[src/rtl/core/bbt_pkg.sv]
// Shared constants, codes and control types of the Bollinger band tracker.
package bbt_pkg;

  localparam int MAX_WINDOW = 256;

  localparam int SAMPLE_W   = 24;
  localparam int LEN_W      = $clog2(MAX_WINDOW + 1);
  localparam int ADDR_W     = $clog2(MAX_WINDOW);
  localparam int COEF_W     = 12;
  localparam int SUM_W      = SAMPLE_W + LEN_W;
  localparam int SQ_W       = 2 * SAMPLE_W + LEN_W;
  localparam int PROD_W     = 2 * SAMPLE_W;
  localparam int MSQ_W      = 2 * SAMPLE_W;
  localparam int LOWER_W    = SAMPLE_W + 1;
  localparam int DIV_W      = SQ_W + (SQ_W % 2);
  localparam int DIV_STEPS  = DIV_W / 2;
  localparam int SQRT_STEPS = SAMPLE_W;
  localparam int CNT_W      = $clog2(DIV_STEPS);

  localparam int CFG_IDX_W  = 4;
  localparam int CFG_DATA_W = 12;

  localparam int LEN_RESET  = 20;
  localparam int COEF_RESET = 512;

  localparam logic [CFG_IDX_W-1:0] CFG_WINDOW_LENGTH = CFG_IDX_W'(0);
  localparam logic [CFG_IDX_W-1:0] CFG_BAND_COEF     = CFG_IDX_W'(1);

  typedef enum logic [3:0] {
    ST_IDLE,
    ST_SQX,
    ST_ADDX,
    ST_SUBO,
    ST_DIVQ_LD,
    ST_DIVQ,
    ST_DIVS_LD,
    ST_DIVS,
    ST_MSQ,
    ST_VAR,
    ST_SQRT,
    ST_BAND,
    ST_OUT
  } bbt_state_t;

  typedef enum logic [1:0] {
    MUL_SAMPLE,
    MUL_OLD,
    MUL_MEAN,
    MUL_BAND
  } bbt_mul_sel_t;

  typedef struct packed {
    logic         accept;
    logic         sum_upd;
    logic         sq_add;
    logic         sq_sub;
    logic         div_load_sq;
    logic         div_load_sum;
    logic         div_step;
    logic         msq_latch;
    logic         mean_latch;
    logic         var_load;
    logic         sqrt_step;
    logic         out_load;
    bbt_mul_sel_t mul_sel;
  } bbt_cmd_t;

  typedef struct packed {
    logic due;
    logic last_step;
    logic out_free;
  } bbt_stat_t;

endpackage

[src/rtl/core/bbt_ctrl.sv]
// Sequencer for the tracker: steps the datapath through update, divides, root, bands and output.
module bbt_ctrl import bbt_pkg::*; (
  input  logic      clk,
  input  logic      rst_n,
  input  logic      in_valid,
  output logic      in_ready,
  input  bbt_stat_t stat,
  output bbt_cmd_t  cmd
);

  bbt_state_t state_r, state_nxt;

  always_ff @(posedge clk) begin
    if (!rst_n) begin
      state_r <= ST_IDLE;
    end else begin
      state_r <= state_nxt;
    end
  end

  always_comb begin
    state_nxt = state_r;
    unique case (state_r)
      ST_IDLE:    if (in_valid) state_nxt = ST_SQX;
      ST_SQX:     state_nxt = ST_ADDX;
      ST_ADDX:    state_nxt = ST_SUBO;
      ST_SUBO:    state_nxt = stat.due ? ST_DIVQ_LD : ST_IDLE;
      ST_DIVQ_LD: state_nxt = ST_DIVQ;
      ST_DIVQ:    if (stat.last_step) state_nxt = ST_DIVS_LD;
      ST_DIVS_LD: state_nxt = ST_DIVS;
      ST_DIVS:    if (stat.last_step) state_nxt = ST_MSQ;
      ST_MSQ:     state_nxt = ST_VAR;
      ST_VAR:     state_nxt = ST_SQRT;
      ST_SQRT:    if (stat.last_step) state_nxt = ST_BAND;
      ST_BAND:    state_nxt = ST_OUT;
      ST_OUT:     if (stat.out_free) state_nxt = ST_IDLE;
      default:    state_nxt = ST_IDLE;
    endcase
  end

  always_comb begin
    cmd         = '0;
    cmd.mul_sel = MUL_BAND;
    in_ready    = 1'b0;
    unique case (state_r)
      ST_IDLE: begin
        in_ready   = 1'b1;
        cmd.accept = in_valid;
      end
      ST_SQX: begin
        cmd.sum_upd = 1'b1;
        cmd.mul_sel = MUL_SAMPLE;
      end
      ST_ADDX: begin
        cmd.sq_add  = 1'b1;
        cmd.mul_sel = MUL_OLD;
      end
      ST_SUBO:    cmd.sq_sub = 1'b1;
      ST_DIVQ_LD: cmd.div_load_sq = 1'b1;
      ST_DIVQ:    cmd.div_step = 1'b1;
      ST_DIVS_LD: begin
        cmd.msq_latch    = 1'b1;
        cmd.div_load_sum = 1'b1;
      end
      ST_DIVS:    cmd.div_step = 1'b1;
      ST_MSQ: begin
        cmd.mean_latch = 1'b1;
        cmd.mul_sel    = MUL_MEAN;
      end
      ST_VAR:     cmd.var_load = 1'b1;
      ST_SQRT:    cmd.sqrt_step = 1'b1;
      ST_BAND:    cmd.mul_sel = MUL_BAND;
      ST_OUT:     cmd.out_load = stat.out_free;
      default:    cmd.mul_sel = MUL_BAND;
    endcase
  end

endmodule

[config.mk]
export PLATFORM = sky130hd
export DESIGN_NAME = bbt_ctrl
export DESIGN_NICKNAME = d
export VERILOG_FILES = /design/src/rtl/core/bbt_pkg.sv /design/src/rtl/core/bbt_ctrl.sv
export SDC_FILE = /design/constraint.sdc
export NUM_CORES = 1
export LEC_CHECK = 0
export BUFFER_PORTS_ARGS = -buffer_cell sky130_fd_sc_hd__buf_4
export CAP_MARGIN = 0
export CORE_AREA = 2 2 39 41
export DETAILED_ROUTE_END_ITERATION = 7
export DIE_AREA = 0 0 41 43
export GPL_TIMING_DRIVEN = 0
export SLEW_MARGIN = 20
export SYNTH_ARGS = -nofsm -noshare
export SYNTH_HDL_FRONTEND = slang
export SYNTH_SLANG_ARGS = --single-unit
[constraint.sdc]
create_clock -name clk -period 2.2 [get_ports clk]
set_input_delay 0 -clock clk [delete_from_list [all_inputs] [get_ports clk]]
set_output_delay 0 -clock clk [all_outputs]
set_load 0.05 [all_outputs]
# Yosys cells after proc, flatten, opt, wreduce, memory -nomap -nowiden
# Index checks and enable logic that the tools add are counted.
# word_totals
input_bits	6
reg_bits	4
# classes
n_eq_ne	17
n_mux	20
n_reduce_logical	3
# op_table
operator	n
$pmux W4 S13	1
$eq A4 B4 Y1 const B	5
$mux W4	5
$eq A4 B3 Y1 const B	4
$mux W1	12
$ne A2 B2 Y1 const B	5
$eq A4 B2 Y1 const B	2
$pmux W2 S3	1
$reduce_and A5 Y1	1
$eq A4 B1 Y1 const B	1
$logic_not A4 Y1	1
$mux W3	1
$reduce_or A2 Y1	1

# Longest topological paths before layout
# Gate-level depths: netlist of run 1.
# depth
ltp_word	3
mapped_depth	5
depth_no_buf	4

# Worst setup path after synthesis of run 1
# Ideal clock, no wire load.
# synth_path
path_type	flip-flop to output port
start	register state_r[3]
end	output cmd[13] (netlist name)
path_buffers	1
slack_ns	-0.431
required_ns	2.200
arrival_ns	2.631
path_stages_with_launch	4
cell_sequence	dfxtp_1 buf_2 nor4_1 and2_1
# synth_lines
item	line	text
from (decl)	bbt_ctrl.sv:11	bbt_state_t state_r, state_nxt;
from (signal assigned)	bbt_ctrl.sv:17	state_r <= state_nxt;
to (decl)	bbt_ctrl.sv:8	output bbt_cmd_t cmd

==> summary.md, run 1 <==
| Metric | Value |
|---|---|
| Status | `finished, final reports clean` |
| Max Cap Viol | `0` |
| Detailed Place HPWL | `793 µm` |
| Via count | `496` |
| Seq pwr share | `21.2%` |
| FF-to-FF End | `state_r[2]` |
| Setup total negative slack | `0 ps` |
| Seq/Total Area, Yosys | `19.0%` |
| Initial antenna violation count | `0` |
| Most common cell in the netlist | `nor2_1` |
| DIE HEIGHT | `43 µm` |
| GRT Max-Usage Layer | `met2` |
| Postcts setup bufs | `0` |
| CTS tree | `yes` |
| Ant. Diodes | `0` |
| Cell Area, Synth | `420 µm²` |
| Hold_sp | `rst_n` |
| I/O Buffers | `20` |
| Placed Area | `609 µm²` |
| Global placement routability congestion | `0.747` |
| Worst-Margin Slew | `431 ps` |
| Post-Syn Area per Cell | `7.79 µm²` |
| Worst skew pair latency | `250 ps` |
| Slew HR | `71.3%` |
| FFs w/ async S/R, synth | `0%` |
| Root Driver | `clkbuf_4` |
| Die Area | `1760 µm²` |
| Wire per inst | `12.3 µm` |
| Grt total ovfl | `0` |
| Largest register FFs | `4` |
| CTS buffer count | `3` |
| Worst-case vdd ir drop | `0.000318 V` |
| Mapped Cells | `54` |
| Antenna viol nets, final | `0` |
| Tcrit/Tclk final | `75.6%` |
| Clock sinks | `4` |
| Final core utilization | `45.7%` |
| Worst Skew | `8.29 ps` |
| Clock power frac | `23.6%` |
| GR Util met3 | `3.14%` |
| Worst path slowest cell | `clkbuf_1` |
| Area of the core | `1380 µm²` |
| Synth top area share | `19.0%` |
| Crit-path max FO | `10` |
| RSZ-0062 raised after global routing | `no` |
| Leak | `0.298 nW` |
| DIE WIDTH | `41 µm` |
| Post-synth top cells | `nor2_1 (5), and3_1 (4), buf_2 (4), dfxtp_1 (4), nand2_1 (4)` |
| R2R Setup Slk | `840 ps` |
| Post-synth EDFFs | `0` |
| Synth top area cells | `dfxtp_1 (19%), nor4b_1 (6.2%), and3_1 (6.0%)` |
| Cts-stage hold buffer count | `0` |
| Met1 Track Usage GR | `16.4%` |
| CP max stage delay | `370 ps` |
| Clock Path Buffers | `2` |
| Worst Reg2Reg Path Length in Cells | `5` |
| Synth Net Count | `60` |
| Int Power | `0.220 mW` |
| Combinational share of power | `55.2%` |
| R2R Path Start | `state_r[3]` |
| Layout cells sized above 1 | `48.1%` |
| Clk slew on worst S/H paths | `30 ps` |
| Post-layout nets | `85` |
| Synth Register Bits | `4` |
| Crit start category | `flip-flop` |
| Synthesis warning total | `0` |
| Critical Path, Cell by Cell | `buf_4 -> clkbuf_1 -> nor2_1 -> and3_1 -> buf_4 -> buf_4` |
| H-tree Lvls | `1` |
| Power per cell area | `645 nW/µm²` |
| Setup crit end | `cmd[8]` |
| Worst Path Required | `2200 ps` |
| Area Growth Syn to Fin | `50.3%` |
| Largest net degree at the start of global routing | `11` |
| Slew Limit Fails | `0` |
| Crit path DAT | `1660 ps` |
| Via density | `5.33` |
| CP endpoint kind | `primary output` |
| Most flops, register | `state_r` |
| Routed WL | `1.15 mm` |
| Post-synth top area cell | `dfxtp_1` |
| Biggest regs | `state_r: 4 flops` |
| Power Total | `0.408 mW` |
| Fmax | `0.602 GHz` |
| Worst Setup Path Type | `reg -> out` |
| Worst setup path start | `state_r[0]` |
| Final instance area | `632 µm²` |
| Setup violators final | `0` |
| IO Pins | `21` |
| First-pass GRT wire length | `1.79 mm` |
| P_sw | `0.188 mW` |
| DRC | `0` |
| Starting Density | `30.4%` |
| Initial drt markers | `16` |
| Vias in the first global route | `468` |
| Met2 GRT Util | `23.1%` |
| Drt pass-1 iters | `4` |
| Fin. Hold Viols | `0` |
| Crit path top cell by count | `buf_4` |
| Main synth FF type | `dfxtp_1` |
| Post_cts resized | `0` |
| Switching share of power | `46.1%` |
| Netlist cell types | `29` |
| Tot GR Track Use | `15.0%` |
| Hold Path Class | `in -> reg` |
| Period minus WS final | `1660 ps` |
| Row count | `14` |
==> final cells by class <==
class / instances / area [µm²]
fillers: 143 / 752
multi-input cells: 41 / 309
repair buffers: 20 / 150
flip-flops and latches: 4 / 80.1
plain buffers: 8 / 46.3
clock buffers: 3 / 22.5
well taps: 16 / 20.0
inverters: 1 / 3.75
==> through the flow <==
stage | instances | setup slack (ps) | hold slack, ps
finish | 93 | 538 | 19.1
detailed placement | 90 | 783 | 265
global placement | 90 | 796 | 259
CTS | 93 | 520 | 19.6
floorplan | 54 | 9.18 | 128
global route | 93 | 392 | 46.3
==> power by group through the flow <==
stage / sequential, mW / clock, mW / combinational [mW]
after global placement: 0.0877 / 0 / 0.224
after global routing: 0.0873 / 0.0989 / 0.242
after CTS: 0.0865 / 0.0940 / 0.226
after detailed placement: 0.0876 / 0 / 0.226
final: 0.0863 / 0.0962 / 0.225
after floorplan: 0.0856 / 0 / 0.169
==> layer usage <==
layer	wire length (µm)	share of wire [%]
met5	0	0
met4	25	2.2
met3	95	8.3
met2	527	46
met1	498	43
==> placed cells by master (no fill, tap or decap), drive strengths merged, types with 3 or more instances in the layout <==
cell type / instances
and3: 4
nand2: 4
buf: 27
dfxtp: 4
nor4b: 3
clkbuf: 4
nor2: 5
==> cells by family (layout without fill, tap and decap cells) <==
group / count (synthesis) / count (layout) / share of synthesized area [%]
and+or+nand+nor: 30 / 30 / 46.1
muxes: 1 / 1 / 2.38
xor gates and xnor gates: 3 / 3 / 6.25
AOI/OAI and AO/OA: 7 / 7 / 14.3
DFF: 4 / 4 / 19.0
buffers and inverters: 9 / 32 / 11.9
==> critical path: cells and delay by family, from the launching register on <==
| family | cells | cell delay (ps) |
|---|---|---|
| flops | 1 | 290 |
| simple gates | 2 | 310 |
| buf+inv | 4 | 820 |
==> how the worst min path moves through the flow <==
| stage | endpoint | cells past startpoint |
|---|---|---|
| floorplan | state_r[0] | 1 |
| global placement | state_r[0] | 2 |
| detailed placement | state_r[0] | 2 |
| CTS | state_r[0] | 2 |
| global route | state_r[0] | 2 |
| finish | state_r[0] | 2 |
Power figures use the tool's default switching activity.
==> run 2: changes to the inputs <==
==> constraint.sdc (replaced) <==
create_clock -name clk -period 1.6 [get_ports clk]
set_input_delay 0 -clock clk [delete_from_list [all_inputs] [get_ports clk]]
set_output_delay 0 -clock clk [all_outputs]
set_load 0.05 [all_outputs]
==> summary.md, run 2 (synthesis gave the netlist of run 1 again) <==
| Metric | Value |
|---|---|
| Status | `finished, final reports clean (unchanged)` |
| DIE WIDTH | `41 µm (unchanged)` |
| Tot GR Track Use | `12.9% (was 15.0%)` |
| Filler cells | `147 (was 143)` |
| Max Cap Viol | `0 (unchanged)` |
| Fmax | `0.666 GHz` |
| Worst Skew | `2.04 ps (was 8.29 ps)` |
| CP endpoint kind | `primary output (unchanged)` |
| Ant. Diodes | `0 (unchanged)` |
| IO Pins | `21 (unchanged)` |
| Largest register FFs | `4 (unchanged)` |
| Worst-case vdd ir drop | `0.000336 V (was 0.000318 V)` |
| Worst skew pair latency | `240 ps (was 250 ps)` |
| Slack of the critical path | `98.7 ps (was 538 ps)` |
| Seq pwr share | `21.4% (was 21.2%)` |
| CTS buffer count | `3 (unchanged)` |
| Worst hold endpoint | `state_r[0] (unchanged)` |
| Period minus WS final | `1500 ps` |
| Area Growth Syn to Fin | `54.8% (was 50.3%)` |
| Crit path DAT | `1500 ps (was 1660 ps)` |
| Final instance area | `651 µm² (was 632 µm²)` |
| Power Total | `0.563 mW (was 0.408 mW)` |
| Placed Area | `624 µm² (was 609 µm²)` |
| Slew HR | `80.1% (was 71.3%)` |
| Min-Delay Path Depth | `2 (unchanged)` |
| First-pass GRT wire length | `1.51 mm (was 1.79 mm)` |
| Layout cells sized above 1 | `51.3% (was 48.1%)` |
| P_sw | `0.257 mW (was 0.188 mW)` |
| Cts-stage hold buffer count | `0 (unchanged)` |
| Hold_sp | `rst_n (unchanged)` |
| WHS | `13.3 ps (was 19.1 ps)` |
| Worst Path Required | `1600 ps (was 2200 ps)` |
| Starting Density | `30.4% (unchanged)` |
| Area of the multi-input gates | `329 µm² (was 309 µm²)` |
| DRC | `0 (unchanged)` |
| Postcts setup bufs | `0 (unchanged)` |
| R2R Setup Slk | `230 ps (was 840 ps)` |
| Worst Setup Path Type | `reg -> out (unchanged)` |
| DIE HEIGHT | `43 µm (unchanged)` |
| Via count | `463 (was 496)` |
| Fin. Hold Viols | `0 (unchanged)` |
| Area of the core | `1380 µm² (unchanged)` |
| Antenna viol nets, final | `0 (unchanged)` |
| Slew Limit Fails | `0 (unchanged)` |
| Tcrit/Tclk final | `93.8%` |
| Crit-path max FO | `10 (unchanged)` |
| H-tree Lvls | `1 (unchanged)` |
| Clock sinks | `4 (unchanged)` |
| Biggest regs | `state_r: 4 flops (unchanged)` |
| Post_cts resized | `0 (unchanged)` |
| Largest net degree at the start of global routing | `19 (was 11)` |
| Fin cells | `92 (was 93)` |
| Via density | `5.03 (was 5.33)` |
| Power per cell area | `865 nW/µm² (was 645 nW/µm²)` |
| Drt pass-1 iters | `4 (unchanged)` |
| Initial drt markers | `6 (was 16)` |
| Int Power | `0.306 mW (was 0.220 mW)` |
| Clock power frac | `22.8% (was 23.6%)` |
| Setup WS pre-CTS | `148 ps (was 783 ps)` |
| Combinational share of power | `55.8% (was 55.2%)` |
| Detailed Place HPWL | `784 µm (was 793 µm)` |
| Vias in the first global route | `355 (was 468)` |
| Row count | `14 (unchanged)` |
| Clock Path Buffers | `2 (unchanged)` |
| Routed WL | `1.06 mm (was 1.15 mm)` |
| Wire per inst | `11.5 µm (was 12.3 µm)` |
| Global placement routability congestion | `0.767 (was 0.747)` |
| RSZ-0062 raised after global routing | `no (unchanged)` |
| Dpl cells | `90 (unchanged)` |
| Root Driver | `clkbuf_4 (unchanged)` |
| Crit start category | `flip-flop (unchanged)` |
| Die Area | `1760 µm² (unchanged)` |
| Initial antenna violation count | `0 (unchanged)` |
| Clk slew on worst S/H paths | `40 ps (was 30 ps)` |
| Hold Path Class | `in -> reg (unchanged)` |
| Switching share of power | `45.7% (was 46.1%)` |
| Leak | `0.301 nW (was 0.298 nW)` |
| FF/Latch Area | `80.1 µm² (unchanged)` |
| Setup violators final | `0 (unchanged)` |
| R2R Path Start | `state_r[0] (was state_r[3])` |
| Worst Reg2Reg Path Length in Cells | `5 (unchanged)` |
| Post-layout nets | `84 (was 85)` |
| I/O Buffers | `20 (unchanged)` |
| FF-to-FF End | `state_r[2] (unchanged)` |
| Most common cell after layout, fill and taps aside | `buf_4 (unchanged)` |
| Most frequent cells in the layout | `buf_4 (23), nor2_1 (5) (unchanged)` |
| Grt total ovfl | `0 (unchanged)` |
| CTS tree | `yes (unchanged)` |
| Worst-Margin Slew | `298 ps (was 431 ps)` |
| Most flops, register | `state_r (unchanged)` |
run 2: power by group through the flow:
stage	sequential [mW]	clock, mW	combinational, mW
2_1_floorplan	0.119	0	0.240
3_3_place_gp	0.122	0	0.316
3_5_place_dp	0.122	0	0.317
4_1_cts	0.120	0.130	0.315
5_1_grt	0.122	0.147	0.333
6_report	0.121	0.128	0.314
run 2: metal layers:
| metal | global-route usage [%] | up-vias | share of wire [%] |
|---|---|---|---|
| li1 | - | 238 | - |
| met1 | 17.4 | 209 | 47 |
| met2 | 16.3 | 14 | 45 |
| met3 | 5.24 | 2 | 6.6 |
| met4 | 8.00 | 0 | 1.3 |
| met5 | 0 | - | 0 |
run 2: stage by stage:
stage          utilization (%)  TNS (ps)
2_1_floorplan                -      -859
3_3_place_gp              45.1         0
3_5_place_dp              45.1         0
4_1_cts                   46.5         0
5_1_grt                   47.0         0
6_report                  47.0         0
run 2: worst max-delay path by stage:
| stage | cells after the start | endpoint | startpoint |
|---|---|---|---|
| after floorplan | 4 | cmd[10] | state_r[0] |
| after global placement | 6 | cmd[8] | state_r[0] |
| after detailed placement | 6 | cmd[8] | state_r[0] |
| after CTS | 4 | cmd[2] | state_r[3] |
| after global routing | 5 | cmd[0] | state_r[3] |
| final | 4 | cmd[8] | state_r[1] |
run 2: critical path, cell delays in order (launching register included):
cell     delay (ps)
dfxtp_1         480
buf_2           290
and3_1          200
buf_4           100
buf_4           180
run 2: cell type report:
type                       instances  share of cell area (%)
inverter                           1                   0.577
buffer                             7                    6.92
multi-input combinational         41                    50.6
timing repair buffer              20                    23.1
tap                               16                    3.08
sequential                         4                    12.3
clock buffer                       3                    3.46
